===== src/dstwr_pkg.sv =====
// Package for the ranging smoother: widths, FIR coefficients, FSM states and
// the controller-to-datapath command struct. No dependencies.
package dstwr_pkg;

	localparam int TAPS       = 31;
	localparam int STAMP_BITS = 40;
	localparam int NCOEF      = 31;
	localparam int CM_W       = 32;
	localparam int QUO_W      = 32;
	localparam int PROD_W     = 2 * STAMP_BITS;
	localparam int NUM_W      = PROD_W + CM_W;
	localparam int DEN_W      = STAMP_BITS + 2;
	localparam int DIVD_W     = DEN_W + 24;
	localparam int CNT_W      = 7;
	localparam int TAP_IDX_W  = (TAPS > 1) ? $clog2(TAPS) : 1;
	localparam int COEF_W     = 17;
	localparam int MPROD_W    = 32 + COEF_W;
	localparam int ACC_W      = 58;
	localparam logic [CM_W-1:0] CM_RESET = 32'd2014493000;

	localparam logic signed [COEF_W-1:0] COEF_Q16 [NCOEF] = '{
		17'sd109, 17'sd126, 17'sd123, 17'sd47, -17'sd161, -17'sd510, -17'sd913,
		-17'sd1170, -17'sd1012, -17'sd190, 17'sd1412, 17'sd3694, 17'sd6318,
		17'sd8779, 17'sd10532, 17'sd11169, 17'sd10532, 17'sd8779, 17'sd6318,
		17'sd3694, 17'sd1412, -17'sd190, -17'sd1012, -17'sd1170, -17'sd913,
		-17'sd510, -17'sd161, 17'sd47, 17'sd123, 17'sd126, 17'sd109
	};

	// Taps past the table have a zero coefficient.
	function automatic logic signed [COEF_W-1:0] coef_at(input logic [TAP_IDX_W-1:0] idx);
		logic signed [COEF_W-1:0] c;
		c = '0;
		for (int i = 0; i < NCOEF; i++) begin
			if (int'(idx) == i) begin
				c = COEF_Q16[i];
			end
		end
		return c;
	endfunction

	typedef enum logic [3:0] {
		ST_IDLE, ST_MUL, ST_MAG, ST_SCALE, ST_CHECK, ST_DIV, ST_PUSH, ST_FIR,
		ST_TAIL, ST_DONE
	} state_t;

	typedef struct packed {
		logic                 load;
		logic                 mul_step;
		logic                 mag;
		logic                 scale_step;
		logic                 check;
		logic                 div_step;
		logic                 push;
		logic                 mac;
		logic                 finish;
		logic [TAP_IDX_W-1:0] tap;
	} dp_cmd_t;

endpackage


===== src/dstwr_ctrl.sv =====
// Sequencing controller of the ranging smoother. Depends on dstwr_pkg.
// Steps the datapath through multiply, scale, divide and filter phases.
module dstwr_ctrl (
	input  logic              clk,
	input  logic              arst_n,
	input  logic              in_valid,
	output logic              in_stall,
	output logic              out_valid,
	input  logic              out_stall,
	output dstwr_pkg::dp_cmd_t cmd
);
	import dstwr_pkg::*;

	state_t           state_q, state_d;
	logic [CNT_W-1:0] cnt_q, cnt_d;
	logic             out_valid_q;

	always_ff @(posedge clk or negedge arst_n) begin
		if (!arst_n) begin
			state_q     <= ST_IDLE;
			cnt_q       <= '0;
			out_valid_q <= 1'b0;
		end else begin
			state_q <= state_d;
			cnt_q   <= cnt_d;
			if (cmd.finish) begin
				out_valid_q <= 1'b1;
			end else if (!out_stall) begin
				out_valid_q <= 1'b0;
			end
		end
	end

	always_comb begin
		state_d = state_q;
		cnt_d   = cnt_q;
		cmd     = '0;
		cmd.tap = cnt_q[TAP_IDX_W-1:0];
		case (state_q)
			ST_IDLE: begin
				if (in_valid) begin
					cmd.load = 1'b1;
					cnt_d    = '0;
					state_d  = ST_MUL;
				end
			end
			ST_MUL: begin
				cmd.mul_step = 1'b1;
				if (cnt_q == CNT_W'(STAMP_BITS - 1)) begin
					cnt_d   = '0;
					state_d = ST_MAG;
				end else begin
					cnt_d = cnt_q + 1'b1;
				end
			end
			ST_MAG: begin
				cmd.mag = 1'b1;
				state_d = ST_SCALE;
			end
			ST_SCALE: begin
				cmd.scale_step = 1'b1;
				if (cnt_q == CNT_W'(CM_W - 1)) begin
					cnt_d   = '0;
					state_d = ST_CHECK;
				end else begin
					cnt_d = cnt_q + 1'b1;
				end
			end
			ST_CHECK: begin
				cmd.check = 1'b1;
				state_d   = ST_DIV;
			end
			ST_DIV: begin
				cmd.div_step = 1'b1;
				if (cnt_q == CNT_W'(QUO_W - 1)) begin
					cnt_d   = '0;
					state_d = ST_PUSH;
				end else begin
					cnt_d = cnt_q + 1'b1;
				end
			end
			ST_PUSH: begin
				cmd.push = 1'b1;
				state_d  = ST_FIR;
			end
			ST_FIR: begin
				cmd.mac = 1'b1;
				if (cnt_q == CNT_W'(TAPS - 1)) begin
					cnt_d   = '0;
					state_d = ST_TAIL;
				end else begin
					cnt_d = cnt_q + 1'b1;
				end
			end
			ST_TAIL: begin
				state_d = ST_DONE;
			end
			ST_DONE: begin
				if (!out_valid_q || !out_stall) begin
					cmd.finish = 1'b1;
					state_d    = ST_IDLE;
				end
			end
			default: begin
				state_d = ST_IDLE;
			end
		endcase
	end

	assign in_stall  = (state_q != ST_IDLE);
	assign out_valid = out_valid_q;

endmodule


===== config.mk =====
export PLATFORM = sky130hd
export DESIGN_NAME = dstwr_ctrl
export DESIGN_NICKNAME = d
export VERILOG_FILES = /design/src/dstwr_pkg.sv /design/src/dstwr_ctrl.sv
export SDC_FILE = /design/constraint.sdc
export NUM_CORES = 1
export LEC_CHECK = 0
export BUFFER_PORTS_ARGS = -buffer_cell sky130_fd_sc_hd__buf_2
export CAP_MARGIN = 25
export CORE_UTILIZATION = 55
export CTS_BUF_LIST = sky130_fd_sc_hd__clkbuf_8 sky130_fd_sc_hd__clkbuf_16
export DETAILED_ROUTE_END_ITERATION = 10
export PLACE_DENSITY = 0.82
export REMOVE_ABC_BUFFERS = 1
export SYNTH_ARGS = -nofsm -noshare
export SYNTH_HDL_FRONTEND = slang
export SYNTH_SLANG_ARGS = --single-unit

===== constraint.sdc =====
create_clock -name clk -period 5.26 [get_ports clk]
set_input_delay 0.263 -clock clk [delete_from_list [all_inputs] [get_ports clk]]
set_output_delay 0.263 -clock clk [all_outputs]
set_load 0.01 [all_outputs]

# ---- Yosys cells after proc, flatten, opt, wreduce, memory -nomap -nowiden
# Cells that the tools add are included.
dict set report totals {
  ff_bits 12
  in_bits 4
  out_inout_bits 16
  wordCells 57
}
dict set report op_classes {
  n_addsub 1
  muxes 25
  n_reduce_logical 9
  eq_ne 19
}
# cell n
set op_table {}
lappend op_table {{one-hot mux 4 bit (10 select lines)} 1}
lappend op_table {{two-way mux 7 bit} 4}
lappend op_table {{one-hot mux 7 bit (4 select lines)} 1}
lappend op_table {{two-way mux 4 bit} 6}
lappend op_table {{equality test 4 x 3 -> 1 bit (second input constant)} 4}
lappend op_table {{equality test 7 x 5 -> 1 bit (second input constant)} 2}
lappend op_table {{two-way mux 1 bit} 13}
lappend op_table {{!= test 2 bit (second input constant)} 6}
lappend op_table {{equality test 4 x 2 -> 1 bit (second input constant)} 2}
lappend op_table {{equality test 4 bit (second input constant)} 2}
lappend op_table {{nonzero test 4 bit} 2}
lappend op_table {{adder 7 x 1 -> 7 bit (second input constant)} 1}
lappend op_table {{equality test 7 x 6 -> 1 bit (second input constant)} 1}
lappend op_table {{AND reduction 6 bit} 1}
lappend op_table {{equality test 4 x 1 -> 1 bit (second input constant)} 1}
lappend op_table {{zero test 4 bit} 1}
lappend op_table {{zero test 1 bit} 2}
lappend op_table {{!= test 2 x 1 -> 1 bit (second input constant)} 1}
lappend op_table {{AND reduction 2 bit} 1}
lappend op_table {{OR reduction 2 bit} 1}
lappend op_table {{logical OR 1 bit} 1}

# ---- Depth between registers and ports, before layout
# Gate-level depths: netlist of the first run.
dict set report logic_depth {
  depth_word 5
  ltp_mapped 5
  ltp_nobuf 5
}

# ---- Worst setup path after synthesis of the first run
# Ideal clock, no wire load.
dict set report synth_timing {
  path_type {register to register}
  startpoint {register cnt_q[5]}
  endpoint {register state_q[1]}
  setup_time_ps 121
  t_required_ps 5139
  period_less_slack_ps 1804
  path_slack_ps 3456
  stages_incl_launch_ff 5
  arrival_time_ps 1683
  path_buffers 0
  cell_sequence {dfrtp_1 > or3b_1 > o211a_1 > or4_1 > a22o_1}
}
dict set report synth_via {
  elab_chain_cells 3
  elab_cells_between_ends 8
  cone_classes {eq/ne: 7; reduce/logical: 1}
}
# element line
set synth_rtl {}
lappend synth_rtl {{start, declared} dstwr_ctrl.sv:15} ;# logic [CNT_W-1:0] cnt_q, cnt_d;
lappend synth_rtl {{start signal, assigned} dstwr_ctrl.sv:25} ;# cnt_q <= cnt_d;
lappend synth_rtl {{equality test 7 x 5 -> 1 bit (tied with other cells)} dstwr_ctrl.sv:88} ;# if (cnt_q == CNT_W'(TAPS - 1)) begin
lappend synth_rtl {{!= test 2 bit (no line)} n/a}
lappend synth_rtl {{AND reduction 6 bit (no line) *} n/a}
lappend synth_rtl {{end signal, assigned} dstwr_ctrl.sv:24} ;# state_q <= state_d;
lappend synth_rtl {{end, declared} dstwr_ctrl.sv:14} ;# state_t state_q, state_d;
# Mark *: on every way between the ends. The rest lies on a longest branch, timed or not.
# A chain may end at the register's enable or synchronous reset.

==> results of run 1 <==
==> final cells by class <==
cell class / instances / area (sq um) / area share, %
Inverter: 5 / 18.8 / 1.99
Sequential cell: 12 / 300 / 31.9
Tap cell: 15 / 18.8 / 1.99
Timing Repair Buffer: 20 / 105 / 11.2
Multi-Input combinational cell: 73 / 457 / 48.5
Clock buffer: 3 / 41.3 / 4.39
==> logic make-up after synthesis <==
| family | count (synthesis) |
|---|---|
| compound gates | 23 |
| xor+xnor | 2 |
| fa+ha+maj | 2 |
| buf+inv | 14 |
| flops | 12 |
| simple gates | 46 |
==> cells in the final DEF, fill, tap and decap left out <==
cell type,n
nor4b_1,1
nand4b_1,2
dfrtp_1,12
nor3_2,1
a22o_1,2
inv_1,5
o22ai_1,3
nand3_1,5
nor2_1,10
or3b_2,1
and3_1,1
or4_1,2
ha_1,2
o31a_2,1
xor2_1,1
o21bai_1,1
o21ai_0,6
a32o_1,1
o31a_1,1
and2_1,1
nor4_1,1
xnor2_1,1
or2_2,3
nand2_1,7
nand4bb_1,1
o211a_1,1
nand4_1,1
nor3_1,3
or3b_1,1
nor2b_1,1
nor3b_1,1
a21oi_1,4
nand2b_1,3
a31oi_1,2
a211o_1,1
clkbuf_8,3
buf_2,19
dlygate4sd3_1,1
==> power by group through the flow <==
stage          clock [W]  combinational, W  sequential [W]
2_1_floorplan          0          0.000230        0.000195
3_3_place_gp           0          0.000318        0.000203
3_5_place_dp           0          0.000324        0.000210
4_1_cts        0.0000869          0.000326        0.000209
5_1_grt        0.0000898          0.000365        0.000221
6_report       0.0000842          0.000326        0.000212
==> stage by stage <==
stage,setup slack [ns],total power [W],std cells,hold WS [ns],area [sq um]
floorplan,3.38,0.000425,90,-0.0326,776
global placement,3.39,0.000521,124,0.159,890
detailed placement,3.34,0.000534,124,0.152,890
CTS,3.25,0.000622,128,0.270,941
global route,3.16,0.000675,128,0.285,941
finish,3.23,0.000621,128,0.274,941
==> how the worst max path moves through the flow <==
stage               depth (start not counted)         end  startpoint  slack (ns)
floorplan                                   4  state_q[2]  state_q[1]        3.38
global placement                            4    cnt_q[5]  state_q[1]        3.39
detailed placement                          4    cnt_q[5]  state_q[1]        3.34
CTS                                         4      cmd[5]  state_q[1]        3.25
global route                                4    cnt_q[5]  state_q[1]        3.16
finish                                      4      cmd[5]  state_q[1]        3.23
==> flip-flops by register name, summed over array words and instances, names as in the netlist <==
| register | flops |
|---|---|
| out_valid | 1 |
| state_q | 4 |
| cnt_q | 7 |
==> critical path: cells and delay by family, from the launching register on <==
family                 cells  cell delay (ns)
buffers and inverters      1             0.14
and+or+nand+nor            2             0.73
AOI/OAI and AO/OA          1             0.12
DFF                        1             0.53
==> per-layer routing <==
metal  GRT usage (%)  vias to the layer above
li1                -                      379
met1            29.8                      362
met2            47.7                       22
met3            8.15                        3
met4            7.50                        0
met5               0                        -
==> run_results.csv, run 1 <==
group,metric,value,unit
timing,worst-slew-pin-transition,0.578,ns
global_routing,grt_usage,26.6,%
worst_setup_path,crit_path_max_fanout,14,
timing,finalSetupTns,0,ns
global_routing,grt_pass1_vias,663,
clocking,htreeDepth,1,
yosys,ys_types,37,
finish,num-fill-cells,122,
yosys,synth_edf_count,0,
routing,ant_nets,0,
global_routing,antenna_found_initial,0,
global_routing,grt_overflow_total,0,
worst_setup_path,start_kind,"flop",
worst_setup_path,worst_r2r_path_depth,4,
die,die_w,40.8,um
worst_setup_path,crit_slowest_cell,"dfrtp_1",
place,io_buffers,19,
pwr,clockPowerShare,13.5,%
routing,viasPerCell,5.98,
min_path,hold_end,"out_valid",
yosys,yosysTopAreaCellShare,36.3,%
routing,drt-met1-wl,847,um
routing,drt_iter0_drc,24,
clocking,hold_buffers,1,
yosys,ys.warnings.count,0,
clocking,cts.sinks,12,
pwr,combPwrFrac,52.4,%
timing,hold_viol_final,0,
routing,wl_met2,930,um
routing,drc,0,
pwr,p_int,0.000321,W
yosys,synth_cells,99,
place,gp_congestion,0.802,
clocking,cts_tree,"built",
pwr,switchingPower,0.000300,W
die,num_rows,13,
yosys,muxShareOfSynthArea,0,%
min_path,hp-class,"in -> reg",
yosys,ys_top_cells_by_count,"dfrtp_1, nor2_1, nand2_1",
yosys,yosysTopAreaCell,"dfrtp_1",
yosys,synth-simple-area-share,31.4,%
worst_setup_path,r2r_start,"state_q[1]",
routing,routed_wl,1890,um
yosys,synth-main-ff-cell,"dfrtp_1",
yosys,yosys-top-cells-area,"dfrtp_1, buf_4, nor2_1, o21ai_0, nand2_1",
global_routing,grt_max_degree,16,
clocking,numCtsBuffers,3,
die,core_area,1350,sq um
worst_setup_path,endpoint_kind,"output pin",
worst_setup_path,slowest_delay,0.53,ns
min_path,whs_path_depth,3,
die,fp.dieH,40.8,um
place,hpwl,1270,um
finish,drive_above_1_share,24.8,%
timing,setup_violations,0,
timing,max_freq,0.493,GHz
clocking,cts_resized,0,
pwr,power.leakage,0.460,nW
routing,drt_pass1_iterations,4,
finish,antenna_cells,0,
timing,post-route-period-util,38.6,%
run_status,status,"finished, final reports clean",
yosys,synth_fa_ha_area_share,3.02,%
finish,post-route-util,69.7,%
clocking,postCtsSetupRepairBufs,0,
finish,syn_to_final_growth,13.6,%
pwr,p_seq_share,34.0,%
routing,route.met3.wl,85,um
worst_setup_path,critPathArrivalTime,1.76,ns
worst_setup_path,path_cells,"nand2b_1, or3b_2, a21oi_1, buf_2",
die,ioPinCount,20,
timing,slew-limit-headroom,61.4,%
yosys,synth_xor_area_share,2.11,%
yosys,syn_area_per_cell,8.37,sq um
pwr,p_sw_share,48.3,%
pwr,vdd_drop_max,0.484,mV
worst_setup_path,r2r_slack,3.31,ns
min_path,min_from,"out_stall",
die,start_util,61.4,%
routing,routedWlPerCell,14.7,um
yosys,synth.most_common_cell,"dfrtp_1",
worst_setup_path,critPathRequiredTime,5.00,ns
timing,timing.final.crit_period,2.03,ns
timing,drv_slew,0,
worst_setup_path,crit_type,"reg -> out",
pwr,power_density,661,nW/um^2
yosys,synth_top_family_by_area,"simple AND/OR/NAND/NOR gates",
flow_run,maxCapViolCount,0,
routing,dr.max_layer_used,"met4",
clocking,clk_pin_slew,0.05,ns
finish,fin_nets,121,
timing,rsz0062_at_grt,"false",
timing,fin_worst_skew,0.00435,ns
die,die_area,1670,sq um
yosys,ys_seq_area_share,36.3,%
routing,vias,766,
yosys,async_flop_share,100,%
clocking,clockRootBuffer,"clkbuf_8",
yosys,synth_compound_area_share,18.6,%
global_routing,grt_first_pass_wirelength,2830,um
clocking,cts_buffer_depth,2,
worst_setup_path,timing.rr.end,"state_q[2]",
yosys,syn_area,828,sq um
yosys,ys_ff_latch,12,
clocking,clk_latency,0.25,ns
No activity file was read; power rests on OpenSTA's default activity.
==> run 2, diff against run 1 <==
- ABC_AREA: default -> 1
- CORE_UTILIZATION: 55 -> 48
- PLACE_DENSITY: 0.82 -> 0.74
- clock period: 5.26 -> 1.7 ns (I/O delays scaled with it)
==> run_results.csv, run 2 <==
group,metric,value,unit
min_path,whs_path_depth,3,
routing,ant_nets,0,
pwr,clockPowerShare,14.2,%
yosys,async_flop_share,100,%
min_path,hp-class,"in -> reg",
die,core_area,1940,sq um
clocking,clk_pin_slew,0.05,ns
worst_setup_path,path_cells,"ha_1, nand2_2, nor2_2, nand2_4, nand2_4, nand3_2, nor2_2, nor2_2",
place,gp_congestion,0.948,
global_routing,grt_overflow_total,0,
routing,viasPerCell,4.92,
timing,slew-limit-headroom,73.9,%
pwr,switchingPower,0.00112,W
finish,layout_commonest_cell,"nand2_1",
timing,whs,0.114,ns
global_routing,grt_pass1_vias,763,
yosys,yosysTopAreaCell,"dfrtp_1",
place,io_buffers,19,
yosys,synth_edf_count,0,
min_path,hold_end,"out_valid",
timing,worst-slew-pin-transition,0.392,ns
clocking,numCtsBuffers,3,
die,die_w,47.4,um
yosys,ys_types,22,
worst_setup_path,start_kind,"flop",
yosys,yosys-top-cells-area,"dfrtp_1, nand2_1, nor2_4, nand3_1, nor2_1",
die,ioPinCount,20,
global_routing,antenna_found_initial,0,
pwr,p_int,0.00107,W
yosys,ys_seq_area_share,30.3,%
finish,fin_nets,166,
worst_setup_path,slowest_delay,0.43,ns
finish,top_register,"cnt_q",
finish,drive_above_1_share,32.1,%
worst_setup_path,r2r_start,"cnt_q[0]",
clocking,clk_latency,0.24,ns
die,num_rows,16,
worst_setup_path,timing.rr.end,"cnt_q[5]",
worst_setup_path,crit_type,"reg -> reg",
clocking,clockRootBuffer,"clkbuf_8",
timing,drv_slew,0,
clocking,htreeDepth,1,
yosys,synth_cells,141,
die,start_util,51.0,%
yosys,ys_top_cells_by_count,"nand2_1, nor2_1, inv_1",
yosys,syn_area,991,sq um
routing,drt_iter0_drc,17,
worst_setup_path,cp_common_cell,"nor2_2",
global_routing,grt_max_degree,13,
pwr,power_density,1930,nW/um^2
pwr,combPwrFrac,58.7,%
finish,syn_to_final_growth,14.6,%
pwr,p_seq_share,27.1,%
yosys,syn_area_per_cell,7.03,sq um
pwr,p_sw_share,51.0,%
pwr,power.leakage,0.631,nW
worst_setup_path,crit_slowest_cell,"dfrtp_1",
global_routing,grt_first_pass_wirelength,3160,um
routing,drc,0,
timing,post-route-period-util,89.5,%
finish,num-fill-cells,192,
yosys,ys_ff_latch,12,
clocking,cts_buffer_depth,2,
timing,finalSetupTns,0,ns
worst_setup_path,worst_r2r_path_depth,8,
place,placed_area,1070,sq um
finish,largest_register_ffs,7,
finish,antenna_cells,0,
timing,worst_slack,0.178,ns
routing,drt_pass1_iterations,4,
worst_setup_path,cp_top_family,"simple AND/OR/NAND/NOR gates",
worst_setup_path,path_buf_inv,0,
place,hpwl,1610,um
finish,finalInstanceArea,1140,sq um
die,fp.dieH,47.4,um
place,post-place-ws,0.195,ns
global_routing,grt_usage,20.3,%
yosys,synth-main-ff-cell,"dfrtp_1",
finish,post-route-util,58.5,%
run_status,status,"finished, final reports clean",
timing,hold_viol_final,0,
worst_setup_path,crit_path_max_fanout,6,
worst_setup_path,critPathArrivalTime,1.64,ns
routing,vias,915,
routing,routed_wl,2000,um
timing,max_freq,0.657,GHz
timing,timing.final.crit_period,1.52,ns
yosys,ys.warnings.count,0,
timing,fin_worst_skew,0.00482,ns
timing,setup_violations,0,
clocking,cts.sinks,12,
die,die_area,2250,sq um
worst_setup_path,endpoint_kind,"flop",
pwr,vdd_drop_max,1.02,mV
finish,final_cell_mix,"nand2_1, buf_2, nor2_1, inv_1",
worst_setup_path,cp.depth,8,
routing,routedWlPerCell,10.8,um
worst_setup_path,r2r_slack,0.18,ns
timing,rsz0062_at_grt,"false",
min_path,min_from,"out_stall",
yosys,synth.most_common_cell,"nand2_1",
flow_run,maxCapViolCount,0,
worst_setup_path,critPathRequiredTime,1.82,ns
yosys,yosysTopAreaCellShare,30.3,%
clocking,cts_tree,"built",
==> run 2: cell types whose count changed in the layout (fill, tap and decap cells not counted), sizes merged, moves of 3 or more <==
cell,before,now
nand3,5,14
or2,3,0
nand2b,3,0
nand2,7,43
nand4,1,4
nor2,10,26
inv,5,20
==> run 2: worst max path at each step <==
stage / startpoint / to
CTS: state_q[0] / cmd[5]
global placement: cnt_q[1] / cnt_q[5]
detailed placement: cnt_q[1] / cnt_q[5]
finish: cnt_q[0] / cnt_q[5]
global route: cnt_q[1] / cnt_q[5]
floorplan: cnt_q[1] / cnt_q[4]
==> run 2: through the flow <==
step                instances  power (W)
finish                    186    0.00219
global route              186    0.00244
CTS                       186    0.00221
detailed placement        181    0.00188
global placement          181    0.00185
floorplan                 135    0.00155
==> run 2: power by group through the flow <==
stage,clock (W),combinational (W),sequential (W)
2_1_floorplan,0,0.000966,0.000587
3_3_place_gp,0,0.00126,0.000589
3_5_place_dp,0,0.00128,0.000598
4_1_cts,0.000321,0.00130,0.000593
5_1_grt,0.000338,0.00148,0.000621
6_report,0.000311,0.00129,0.000594
==> run 2: cells by family after synthesis <==
family                   count (synthesis)  synth area share [%]
AND/OR/NAND/NOR                         91                  48.1
buffers and inverters                   27                  12.9
flip-flops                              12                  30.3
AO/OA/AOI/OAI                            8                  5.30
adder cells (fa/ha/maj)                  2                  2.52
XOR/XNOR                                 1                 0.884
==> run 2: per-layer routing <==
layer	global-route usage (%)	wire length, um	vias up
li1	-	-	471
met5	0	0	-
met2	35.1	1040	20
met1	25.2	903	424
met3	4.15	57	0
met4	6.86	0	0
==> run 2: final cells by class <==
class	count	area (sq um)	area share [%]
Multi-Input combinational cell	102	563	49.6
Sequential cell	12	300	26.4
Timing Repair Buffer	20	105	9.25
Inverter	21	78.8	6.94
Clock buffer	4	55.1	4.85
Tap cell	27	33.8	2.97
==> run 2: tightest hold or removal path, cell delays in order <==
cell,delay [ns]
buf_2,0.08
nand2_1,0.08
nand2_1,0.07
==> run 2: what timing repair did <==
item                       CTS  global route
setup buffers                0             0
hold buffers                 1             0
hold endpoints to repair    12             0
setup endpoints to repair    0             0
resized for setup            0             0
